### config.mk
export PLATFORM = sky130hd
export DESIGN_NAME = huf_packer
export DESIGN_NICKNAME = d
export VERILOG_FILES = /design/src/design/huf_pkg.sv /design/src/design/huf_packer.sv
export SDC_FILE = /design/constraint.sdc
export NUM_CORES = 1
export LEC_CHECK = 0
export ABC_CLOCK_PERIOD_IN_PS = 2700
export BUFFER_PORTS_ARGS = -buffer_cell sky130_fd_sc_hd__buf_2
export CAP_MARGIN = 30
export CORE_UTILIZATION = 45
export CTS_CLUSTER_DIAMETER = 60
export CTS_CLUSTER_SIZE = 24
export DETAILED_ROUTE_END_ITERATION = 10
export GPL_TIMING_DRIVEN = 1
export PLACE_DENSITY = 0.7
export SLEW_MARGIN = 20
export SYNTH_ARGS = -nofsm -noshare
export SYNTH_HDL_FRONTEND = slang
export SYNTH_SLANG_ARGS = --single-unit
### constraint.sdc
create_clock -name clk -period 2.7 [get_ports clk]
set_clock_uncertainty 0.2 [all_clocks]
set_input_delay 0.54 -clock clk [delete_from_list [all_inputs] [get_ports clk]]
set_output_delay 0.54 -clock clk [all_outputs]
set_load 0.1 [all_outputs]
### src/design/huf_pkg.sv
`timescale 1ns / 1ps
// ============================================================================
// Huffman byte encoder package
// Shared widths, action codes and the lookup record passed from the table
// to the bit packer.
// ============================================================================

package huf_pkg;

    localparam int BYTE_W = 8;
    localparam int CODE_W = 32;
    localparam int LEN_W  = 6;
    localparam int PAD_W  = 3;
    localparam int PEND_W = 3;
    localparam int ACC_W  = CODE_W + BYTE_W;
    localparam int CNT_W  = 6;

    localparam logic ACT_LOAD   = 1'b0;
    localparam logic ACT_ENCODE = 1'b1;

    typedef struct packed {
        logic [CODE_W-1:0] code;
        logic [LEN_W-1:0]  len;
        logic              eom;
    } lookup_t;

endpackage

### src/design/huf_packer.sv
`timescale 1ns / 1ps
// ============================================================================
// Huffman bit packer
// Merges pending bits with a looked-up code in a left-aligned accumulator and
// emits one byte per cycle into the output register while it is not stalled.
// ============================================================================

module huf_packer
    import huf_pkg::*;
(
    input  logic              clk,
    input  logic              rst_n,
    input  logic              lk_valid,
    input  lookup_t           lk,
    output logic              lk_take,
    output logic              out_valid,
    input  logic              out_ready,
    output logic [BYTE_W-1:0] out_byte,
    output logic [PAD_W-1:0]  pad_count,
    output logic              last_byte
);

    logic [ACC_W-1:0]  buf_reg, buf_next;
    logic [CNT_W-1:0]  cnt_reg, cnt_next;
    logic              eom_reg, eom_next;
    logic              out_valid_reg;
    logic [BYTE_W-1:0] out_byte_reg;
    logic [PAD_W-1:0]  pad_reg;
    logic              last_reg;

    logic              need_emit;
    logic              out_free;
    logic              emit;
    logic              emit_last;
    logic [PAD_W-1:0]  emit_pad;
    logic [ACC_W-1:0]  post_buf;
    logic [CNT_W-1:0]  post_cnt;
    logic              post_need;
    logic              free;
    logic [BYTE_W-1:0] pend_bits;
    logic [PEND_W-1:0] pend_cnt;
    logic [CODE_W-1:0] aligned;
    logic [ACC_W-1:0]  new_buf;
    logic [CNT_W-1:0]  new_cnt;

    assign need_emit = (cnt_reg >= CNT_W'(BYTE_W)) || (eom_reg && cnt_reg != '0);
    assign out_free  = !out_valid_reg || out_ready;
    assign emit      = need_emit && out_free;
    assign emit_last = eom_reg && (cnt_reg <= CNT_W'(BYTE_W));
    assign emit_pad  = (cnt_reg < CNT_W'(BYTE_W)) ? PAD_W'(CNT_W'(BYTE_W) - cnt_reg) : '0;

    assign post_buf  = emit ? (buf_reg << BYTE_W) : buf_reg;
    assign post_cnt  = !emit ? cnt_reg
                     : (cnt_reg >= CNT_W'(BYTE_W)) ? cnt_reg - CNT_W'(BYTE_W) : '0;
    assign post_need = (post_cnt >= CNT_W'(BYTE_W)) || (eom_reg && post_cnt != '0);
    assign free      = !post_need;
    assign lk_take   = free && lk_valid;

    // Bits left over once the current item is done; a message end drops them.
    assign pend_bits = eom_reg ? '0 : post_buf[ACC_W-1 -: BYTE_W];
    assign pend_cnt  = eom_reg ? '0 : post_cnt[PEND_W-1:0];

    // Left-align the code, then place it right behind the pending bits.
    assign aligned = lk.code << (LEN_W'(CODE_W) - lk.len);
    assign new_buf = {pend_bits, {CODE_W{1'b0}}} | ({aligned, {BYTE_W{1'b0}}} >> pend_cnt);
    assign new_cnt = CNT_W'(pend_cnt) + CNT_W'(lk.len);

    always_comb
    begin
        if (lk_take)
        begin
            buf_next = new_buf;
            cnt_next = new_cnt;
            eom_next = lk.eom;
        end
        else if (free)
        begin
            buf_next = {pend_bits, {CODE_W{1'b0}}};
            cnt_next = CNT_W'(pend_cnt);
            eom_next = 1'b0;
        end
        else
        begin
            buf_next = post_buf;
            cnt_next = post_cnt;
            eom_next = eom_reg;
        end
    end

    always_ff @(posedge clk or negedge rst_n)
    begin
        if (!rst_n)
        begin
            buf_reg       <= '0;
            cnt_reg       <= '0;
            eom_reg       <= 1'b0;
            out_valid_reg <= 1'b0;
        end
        else
        begin
            buf_reg <= buf_next;
            cnt_reg <= cnt_next;
            eom_reg <= eom_next;
            if (emit)
            begin
                out_valid_reg <= 1'b1;
            end
            else if (out_ready)
            begin
                out_valid_reg <= 1'b0;
            end
        end
    end

    always_ff @(posedge clk)
    begin
        if (emit)
        begin
            out_byte_reg <= buf_reg[ACC_W-1 -: BYTE_W];
            pad_reg      <= emit_pad;
            last_reg     <= emit_last;
        end
    end

    assign out_valid = out_valid_reg;
    assign out_byte  = out_byte_reg;
    assign pad_count = pad_reg;
    assign last_byte = last_reg;

    a_pad_only_last: assert property (@(posedge clk) disable iff (!rst_n)
        out_valid_reg && !last_reg |-> pad_reg == '0)
        else $error("pad bits reported on a byte that is not last");

    a_last_frees: assert property (@(posedge clk) disable iff (!rst_n)
        emit && emit_last |-> free)
        else $error("item still busy after its last byte");

    a_acc_bound: assert property (@(posedge clk) disable iff (!rst_n)
        cnt_reg <= CNT_W'(ACC_W - 1))
        else $error("accumulator bit count out of range");

endmodule

==> results.txt, run 1 <==
----------------------------------------------------
[Outcome]
  Status ... complete, but fails checks
  Failing checks ... setup timing

[Global routing]
  Total Routing Usage GR ... 0.329
  Via count of the first global-routing pass ... 7122
  First-pass GRT wire length ... 37.6 mm
  Antenna violations before repair ... 0
  Pin count of the biggest net entering global routing ... 38
  Remaining global-route overflow ... 0

[Synthesis]
  Cell type contributing the most total cell area after synthesis ... sky130_fd_sc_hd__dfrtp_1
  List of most frequent post-synthesis cells ... sky130_fd_sc_hd__nand2_1 (81), sky130_fd_sc_hd__mux2i_1 (62), sky130_fd_sc_hd__o21ai_0 (50)
  Post-synth EDFFs ... 12
  Post-synth design cell area ... 0.00650 sq mm
  Sequential share of the synthesized area ... 0.236
  Fraction of synthesis flops using an asynchronous set or reset pin ... 0.797
  Number of distinct standard cells referenced by the synthesized netlist ... 88
  Gate Count Post-Synth ... 700
  Count leader, synth ... sky130_fd_sc_hd__nand2_1
  Top cells by area, synth ... sky130_fd_sc_hd__dfrtp_1 (18%), sky130_fd_sc_hd__mux4_2 (11%), sky130_fd_sc_hd__mux2i_1 (9.5%)
  Synth Net Count ... 750
  Syn_area_per_cell ... 9.29 sq um
  Ys flop type ... sky130_fd_sc_hd__dfrtp_1
  Proportion of netlist area held by the largest area contributor ... 0.181
  Number of storage elements in the synthesis netlist ... 59
  Syn. warnings ... 0

[Clocking]
  CTS Sinks ... 59
  Root Buffer Master ... sky130_fd_sc_hd__clkbuf_16
  H-tree level count ... 3
  Clock tree from TritonCTS ... yes
  Worst-case clock buffer depth ... 2
  Total clock buffers created by CTS ... 9
  Clock Latency Late Sink ... 330 ps
  Reg clk slew, reported paths ... 50 ps

[Final layout]
  Final-layout fill cell count ... 1044
  Diodes inserted ... 0
  Utilization after layout ... 0.691
  Number of nets in the layout ... 973
  Fraction of layout cells with a size suffix above 1 ... 0.523
  Max FFs per register ... 39
  Layout overhead on the synthesized area ... 48.6%

[Detailed routing]
  DR vias/cell ... 6.44
  Met1 Routed Length ... 9.62 mm
  DR top layer ... met4
  Sum of routed wire length over all layers ... 24.7 mm
  Detailed router's first-iteration violation count ... 719
  DR pass1 iterations ... 5
  DR vias ... 7139
  Post-detailed-route count of antenna-violating nets ... 0
  DR WL/cell ... 22.3 um
  Number of design rule violations left after detail routing ... 0
  Met2 wire len ... 12.0 mm
  Routed wl met3 ... 1.37 mm

[Floorplanning]
  DIE AREA ... 0.0149 sq mm
  Die X-Extent ... 122 um
  I/O Pins ... 57
  Die boundary height ... 122 um
  Number of cell rows ... 43
  Core region area ... 0.0140 sq mm
  Initial core utilization ... 0.465

[Worst setup path]
  CP Max Fanout ... 7
  Startpoint type of the worst setup path ... input port
  Required time of the critical path ... 2720 ps
  Kind of capture point of the worst setup path ... flip-flop
  Worst endpoint data arrival time ... 3140 ps
  Critical Setup Path Class ... in -> reg

[Power and ir drop]
  Largest vdd supply drop ... 419 uV
  Leakage power figure ... 4.19 nW
  Tot Pwr ... 7.48 mW
  Total power per unit cell area ... 774 mW/mm^2

[Timing]
  Slew of the pin with the lowest slew margin ... 847 ps
  Endpoints failing hold ... 0
  Max frequency ... 0.320 GHz
  Period utilization ... 1.16
  Relative slew slack ... 0.435
  Setup TNS after final layout ... -10370 ps
  Post-route worst setup slack ... -425 ps
  Number of setup violations in the final report ... 36
  Unrepaired setup endpoints after global routing ... yes
  Final critical-path required period ... 3130 ps
  Slew Limit Fails ... 0

[Min path]
  Hold/Removal Path Class ... in -> async

[Job]
  Max-capacitance violation count ... 0

[Place]
  HPWL reported at the end of detailed placement ... 18.1 mm
  Port bufs ... 56
  GPL Wtd Cong ... 1.01

----------------------------------------------------
-- worst max-delay path, cell delays in order --
cell	delay, ps
sky130_fd_sc_hd__buf_12	110
sky130_fd_sc_hd__inv_8	30
sky130_fd_sc_hd__ha_4	290
sky130_fd_sc_hd__buf_12	120
sky130_fd_sc_hd__buf_8	120
sky130_fd_sc_hd__mux2_4	320
sky130_fd_sc_hd__mux4_2	520
sky130_fd_sc_hd__a2bb2oi_4	210
sky130_fd_sc_hd__o21ba_2	190
sky130_fd_sc_hd__nor2_1	50
sky130_fd_sc_hd__a21oi_1	270
sky130_fd_sc_hd__o22ai_1	170
sky130_fd_sc_hd__o22a_1	190
-- logic make-up after synthesis --
logic type	share of synthesized area
buffers and inverters	0.0706
adders and majority gates	0.0146
and+or+nand+nor	0.157
xor gates and xnor gates	0.0135
muxes	0.268
DFF	0.236
AOI/OAI and AO/OA	0.240
-- cell type report --
class                   instances  area, sq um  share of cell area
inverters                      14         66.3             0.00687
flip-flops and latches         59         1540               0.159
clock inverters                 2         35.0             0.00363
clock buffers                  14          264              0.0273
repair buffers                274         2200               0.228
multi-input cells             565         5330               0.552
well taps                     180          225              0.0233
-- through the flow --
| stage | worst slack [ps] | instance area [sq um] | instances | hold WS [ps] |
|---|---|---|---|---|
| final | -425 | 9660 | 1108 | 120 |
| after global routing | -486 | 9660 | 1108 | 176 |
| after CTS | -368 | 9080 | 1081 | 137 |
| after global placement | -998 | 8160 | 1045 | 240 |
| after floorplan | -645 | 6740 | 700 | 44.4 |
| after detailed placement | -993 | 8160 | 1045 | 243 |
-- where the power goes --
group / switching [mW] / leakage [nW] / internal [mW]
sequential: 0.166 / 0.739 / 1.25
clock: 0.389 / 0.147 / 0.763
combinational: 2.95 / 3.30 / 1.97
-- layer usage --
| layer | track usage | up-vias |
|---|---|---|
| met3 | 0.0393 | 129 |
| met2 | 0.565 | 405 |
| li1 | - | 3169 |
| met4 | 0.208 | 0 |
| met5 | 0 | - |
| met1 | 0.390 | 3436 |
-- final timing paths --
kind	startpoint	to	slack, ps	cells after the start
setup / recovery	lk[1]	buf_reg[16]$_DFFE_PN0P_	-430	13
hold / removal	rst_n	buf_reg[12]$_DFFE_PN0P_	120	1
setup reg to reg	cnt_reg[5]$_DFF_PN0_	buf_reg[35]$_DFF_PN0_	130	9
hold reg to reg	buf_reg[33]$_DFF_PN0_	out_byte[1]$_DFFE_PN_	250	0
max in group asynchronous	rst_n	buf_reg[30]$_DFFE_PN0P_	1500	2
min in group clk	buf_reg[33]$_DFF_PN0_	out_byte[1]$_DFFE_PN_	250	0
-- cell usage in the layout, fill, tap and decap left out, drive strengths merged, types with 12 or more instances in the layout --
cell type,netlist,final
edfxtp,12,12
buf,37,274
mux2i,62,62
o21ai,56,56
o22ai,16,16
nor3,13,13
clkbuf,25,14
nand3,16,16
dfrtp,47,47
mux2,24,24
nor2,39,39
a21oi,41,41
mux4,37,37
nand2,82,82
-- repair_timing --
item                       CTS  global route
setup buffers               20            27
gates resized for setup    107            85
pin swaps                   29            41
hold buffers                 0             0
setup endpoints to repair   40            40
hold endpoints to repair     0             0
gates cloned                 1             0
Power figures use the tool's default switching activity.
==> inputs of run 2 (changes only) <==
--- a/config.mk
+++ b/config.mk
@@ -5,7 +5,7 @@
 export SDC_FILE = /design/constraint.sdc
 export NUM_CORES = 1
 export LEC_CHECK = 0
-export ABC_CLOCK_PERIOD_IN_PS = 2700
+export ABC_CLOCK_PERIOD_IN_PS = 3900
 export BUFFER_PORTS_ARGS = -buffer_cell sky130_fd_sc_hd__buf_2
 export CAP_MARGIN = 30
 export CORE_UTILIZATION = 45
@@ -13,8 +13,9 @@
 export CTS_CLUSTER_SIZE = 24
 export DETAILED_ROUTE_END_ITERATION = 10
 export GPL_TIMING_DRIVEN = 1
-export PLACE_DENSITY = 0.7
+export PLACE_DENSITY = 0.68
 export SLEW_MARGIN = 20
 export SYNTH_ARGS = -nofsm -noshare
 export SYNTH_HDL_FRONTEND = slang
 export SYNTH_SLANG_ARGS = --single-unit
+export TNS_END_PERCENT = 20
==> constraint.sdc (replaced) <==
create_clock -name clk -period 3.9 [get_ports clk]
set_clock_uncertainty 0.2 [all_clocks]
set_input_delay 0.78 -clock clk [delete_from_list [all_inputs] [get_ports clk]]
set_output_delay 0.78 -clock clk [all_outputs]
set_load 0.1 [all_outputs]
==> run 2 against run 1 <==
Against the previous run:
- die area did not move
- largest power group unchanged
- the run now ends clean
- first-iteration DRC count decreased by 16%
- count of clock-buffer cells in the layout down 4
==> results.txt, run 2 (synthesis gave the netlist of run 1 again) <==
----------------------------------------------------
[Detailed routing]
  DR pass1 iterations ... 5 (unchanged)
  Post-detailed-route count of antenna-violating nets ... 0 (unchanged)
  Detailed router's first-iteration violation count ... 602 (-16%)
  DR vias/cell ... 6.60 (+2.4%)
  DR WL/cell ... 22.1 um (-0.82%)
  Sum of routed wire length over all layers ... 21.5 mm (-13%)
  Number of design rule violations left after detail routing ... 0 (unchanged)
  DR vias ... 6426 (-10%)

[Global routing]
  Total Routing Usage GR ... 0.301 (-0.0284)
  Via count of the first global-routing pass ... 6128 (-14%)
  Remaining global-route overflow ... 0 (unchanged)
  Antenna violations before repair ... 0 (unchanged)
  Pin count of the biggest net entering global routing ... 43 (+13%)
  First-pass GRT wire length ... 34.3 mm (-8.9%)

[Final layout]
  Post-Layout Cell Count ... 974 (-12%)
  Layout overhead on the synthesized area ... 17.6%
  Top library cells by usage in the layout, fill and taps aside ... sky130_fd_sc_hd__nand2_1 (81), sky130_fd_sc_hd__buf_4 (77), sky130_fd_sc_hd__mux2i_1 (62)
  Most frequent standard cell in the layout excluding fill and tap cells ... sky130_fd_sc_hd__nand2_1
  Max FFs per register ... 39 (unchanged)
  Utilization after layout ... 0.546 (-0.144)
  Final-layout fill cell count ... 1286 (+23%)
  Diodes inserted ... 0 (unchanged)
  Fraction of layout cells with a size suffix above 1 ... 0.297 (-0.225)
  Number of nets in the layout ... 839 (-14%)

[Clocking]
  Reg clk slew, reported paths ... 50 ps (about the same)
  CTS hold repair buffers ... 0 (unchanged)
  Worst-case clock buffer depth ... 2 (unchanged)
  CTS Sinks ... 59 (unchanged)
  Post-CTS Setup Inserts ... 0 (-100%)
  Root Buffer Master ... sky130_fd_sc_hd__clkbuf_16
  Number of cells upsized or downsized after cts ... 0 (-100%)
  Clock tree from TritonCTS ... yes
  H-tree level count ... 3 (unchanged)
  Clock Latency Late Sink ... 340 ps (about the same)
  Total clock buffers created by CTS ... 9 (unchanged)

[Power and ir drop]
  Switching part of the total power ... 0.481 (+0.0121)
  Clock Power Share ... 0.178 (+0.024)
  Largest vdd supply drop ... 360 uV (-14%)
  Total power per unit cell area ... 581 mW/mm^2 (-25%)
  Fraction of power consumed by combinational cells ... 0.594 (-0.063)
  Proportion of power drawn by flip-flops and latches ... 0.228 (+0.039)
  Leakage power figure ... 3.28 nW (-22%)
  Net Sw Power ... 2.13 mW (-39%)
  Cell-internal power ... 2.31 mW (-42%)

[Timing]
  Unrepaired setup endpoints after global routing ... no
  Max frequency ... 0.270 GHz
  Post-route worst setup slack ... 196 ps (+621 ps)
  Number of setup violations in the final report ... 0 (-100%)
  Period utilization ... 0.950
  Slew of the pin with the lowest slew margin ... 1030 ps (+188 ps)
  Slew Limit Fails ... 0 (unchanged)
  Final critical-path required period ... 3700 ps
  Endpoints failing hold ... 0 (unchanged)
  Setup TNS after final layout ... 0 ps (+10370 ps)
  Post-Route Hold Slack ... 216 ps (+95.3 ps)
  Relative slew slack ... 0.307 (-0.128)

[Worst setup path]
  Critical Path Source ... lk[2]
  Startpoint type of the worst setup path ... input port
  Kind of capture point of the worst setup path ... flip-flop
  Required time of the critical path ... 3920 ps (+1200 ps)
  Critical Setup Path Class ... in -> reg
  Worst endpoint data arrival time ... 3720 ps (+580 ps)
  CP Max Fanout ... 13 (+6)
  RR Startpoint ... eom_reg$_DFFE_PN0P_

[Place]
  HPWL reported at the end of detailed placement ... 16.3 mm (-9.9%)
  Post-Place Worst Slack ... -265 ps (+728 ps)
  Port bufs ... 56 (unchanged)
  Number of cells after detailed placement ... 958 (-8.3%)
  GPL Wtd Cong ... 0.975 (-3.8%)

[Outcome]
  Status ... finished, final reports clean

[Floorplanning]
  Core region area ... 0.0140 sq mm (unchanged)
  I/O Pins ... 57 (unchanged)
  Die boundary height ... 122 um (unchanged)
  DIE AREA ... 0.0149 sq mm (unchanged)
  Die X-Extent ... 122 um (unchanged)
  Initial core utilization ... 0.465 (unchanged)
  Number of cell rows ... 43 (unchanged)

[Min path]
  Hold/Removal Path Class ... in -> async

[Job]
  Max-capacitance violation count ... 0 (unchanged)

----------------------------------------------------
run 2: cell types whose count changed in the layout (fill, tap and decap cells not counted), moves of 10 or more:
cell,before,now
sky130_fd_sc_hd__o21ai_2,11,0
sky130_fd_sc_hd__buf_6,23,0
sky130_fd_sc_hd__mux2i_1,45,62
sky130_fd_sc_hd__a21oi_2,12,2
sky130_fd_sc_hd__mux2_4,19,0
sky130_fd_sc_hd__mux2_2,5,24
sky130_fd_sc_hd__a21oi_1,26,39
sky130_fd_sc_hd__mux2i_2,10,0
sky130_fd_sc_hd__buf_4,180,77
sky130_fd_sc_hd__o21ai_0,32,50
run 2: through the flow:
step | power, mW | area, sq um
final | 4.44 | 7640
after CTS | 4.40 | 7630
after floorplan | 2.89 | 6500
after global placement | 3.56 | 7320
after detailed placement | 3.60 | 7340
after global routing | 4.68 | 7640
run 2: cell type report:
class	count	area, sq um	area share
Clock inverter	6	55.1	0.00720
Inverter	14	52.6	0.00688
Multi-Input combinational cell	565	4520	0.592
Tap cell	180	225	0.0295
Clock buffer	10	239	0.0313
Sequential cell	59	1540	0.201
Timing Repair Buffer	140	1010	0.133
run 2: power groups by stage:
stage / combinational (mW) / clock [mW] / sequential [mW]
after floorplan: 1.57 / 0 / 1.32
after global placement: 2.55 / 0 / 1.01
final: 2.64 / 0.792 / 1.01
after CTS: 2.60 / 0.793 / 1.01
after detailed placement: 2.59 / 0 / 1.01
after global routing: 2.82 / 0.829 / 1.03
run 2: worst max-delay path, stage by stage:
cell,delay [ps]
sky130_fd_sc_hd__buf_2,90
sky130_fd_sc_hd__inv_1,80
sky130_fd_sc_hd__ha_4,410
sky130_fd_sc_hd__buf_4,230
sky130_fd_sc_hd__buf_4,130
sky130_fd_sc_hd__mux4_1,400
sky130_fd_sc_hd__nand3_1,160
sky130_fd_sc_hd__a221oi_1,80
sky130_fd_sc_hd__nor4_1,350
sky130_fd_sc_hd__buf_4,200
sky130_fd_sc_hd__nand2_1,50
sky130_fd_sc_hd__o21ai_0,200
sky130_fd_sc_hd__mux2i_1,180
sky130_fd_sc_hd__a221o_1,380
run 2: layer usage:
| layer | global-route usage | share of wire | up-vias |
|---|---|---|---|
| li1 | - | - | 2898 |
| met1 | 0.397 | 0.43 | 3131 |
| met2 | 0.483 | 0.47 | 334 |
| met3 | 0.0360 | 0.059 | 63 |
| met4 | 0.159 | 0.046 | 0 |
| met5 | 0 | 0 | - |
run 2: final timing paths:
check,end,slack (ps),cells after the start
max in group asynchronous,buf_reg[18]$_DFFE_PN0P_,2750,2
setup reg to reg,cnt_reg[4]$_DFF_PN0_,1020,7
setup / recovery,buf_reg[28]$_DFFE_PN0P_,200,14
hold / removal,eom_reg$_DFFE_PN0P_,220,1
min in group clk,out_byte[4]$_DFFE_PN_,250,0
hold reg to reg,out_byte[4]$_DFFE_PN_,250,0
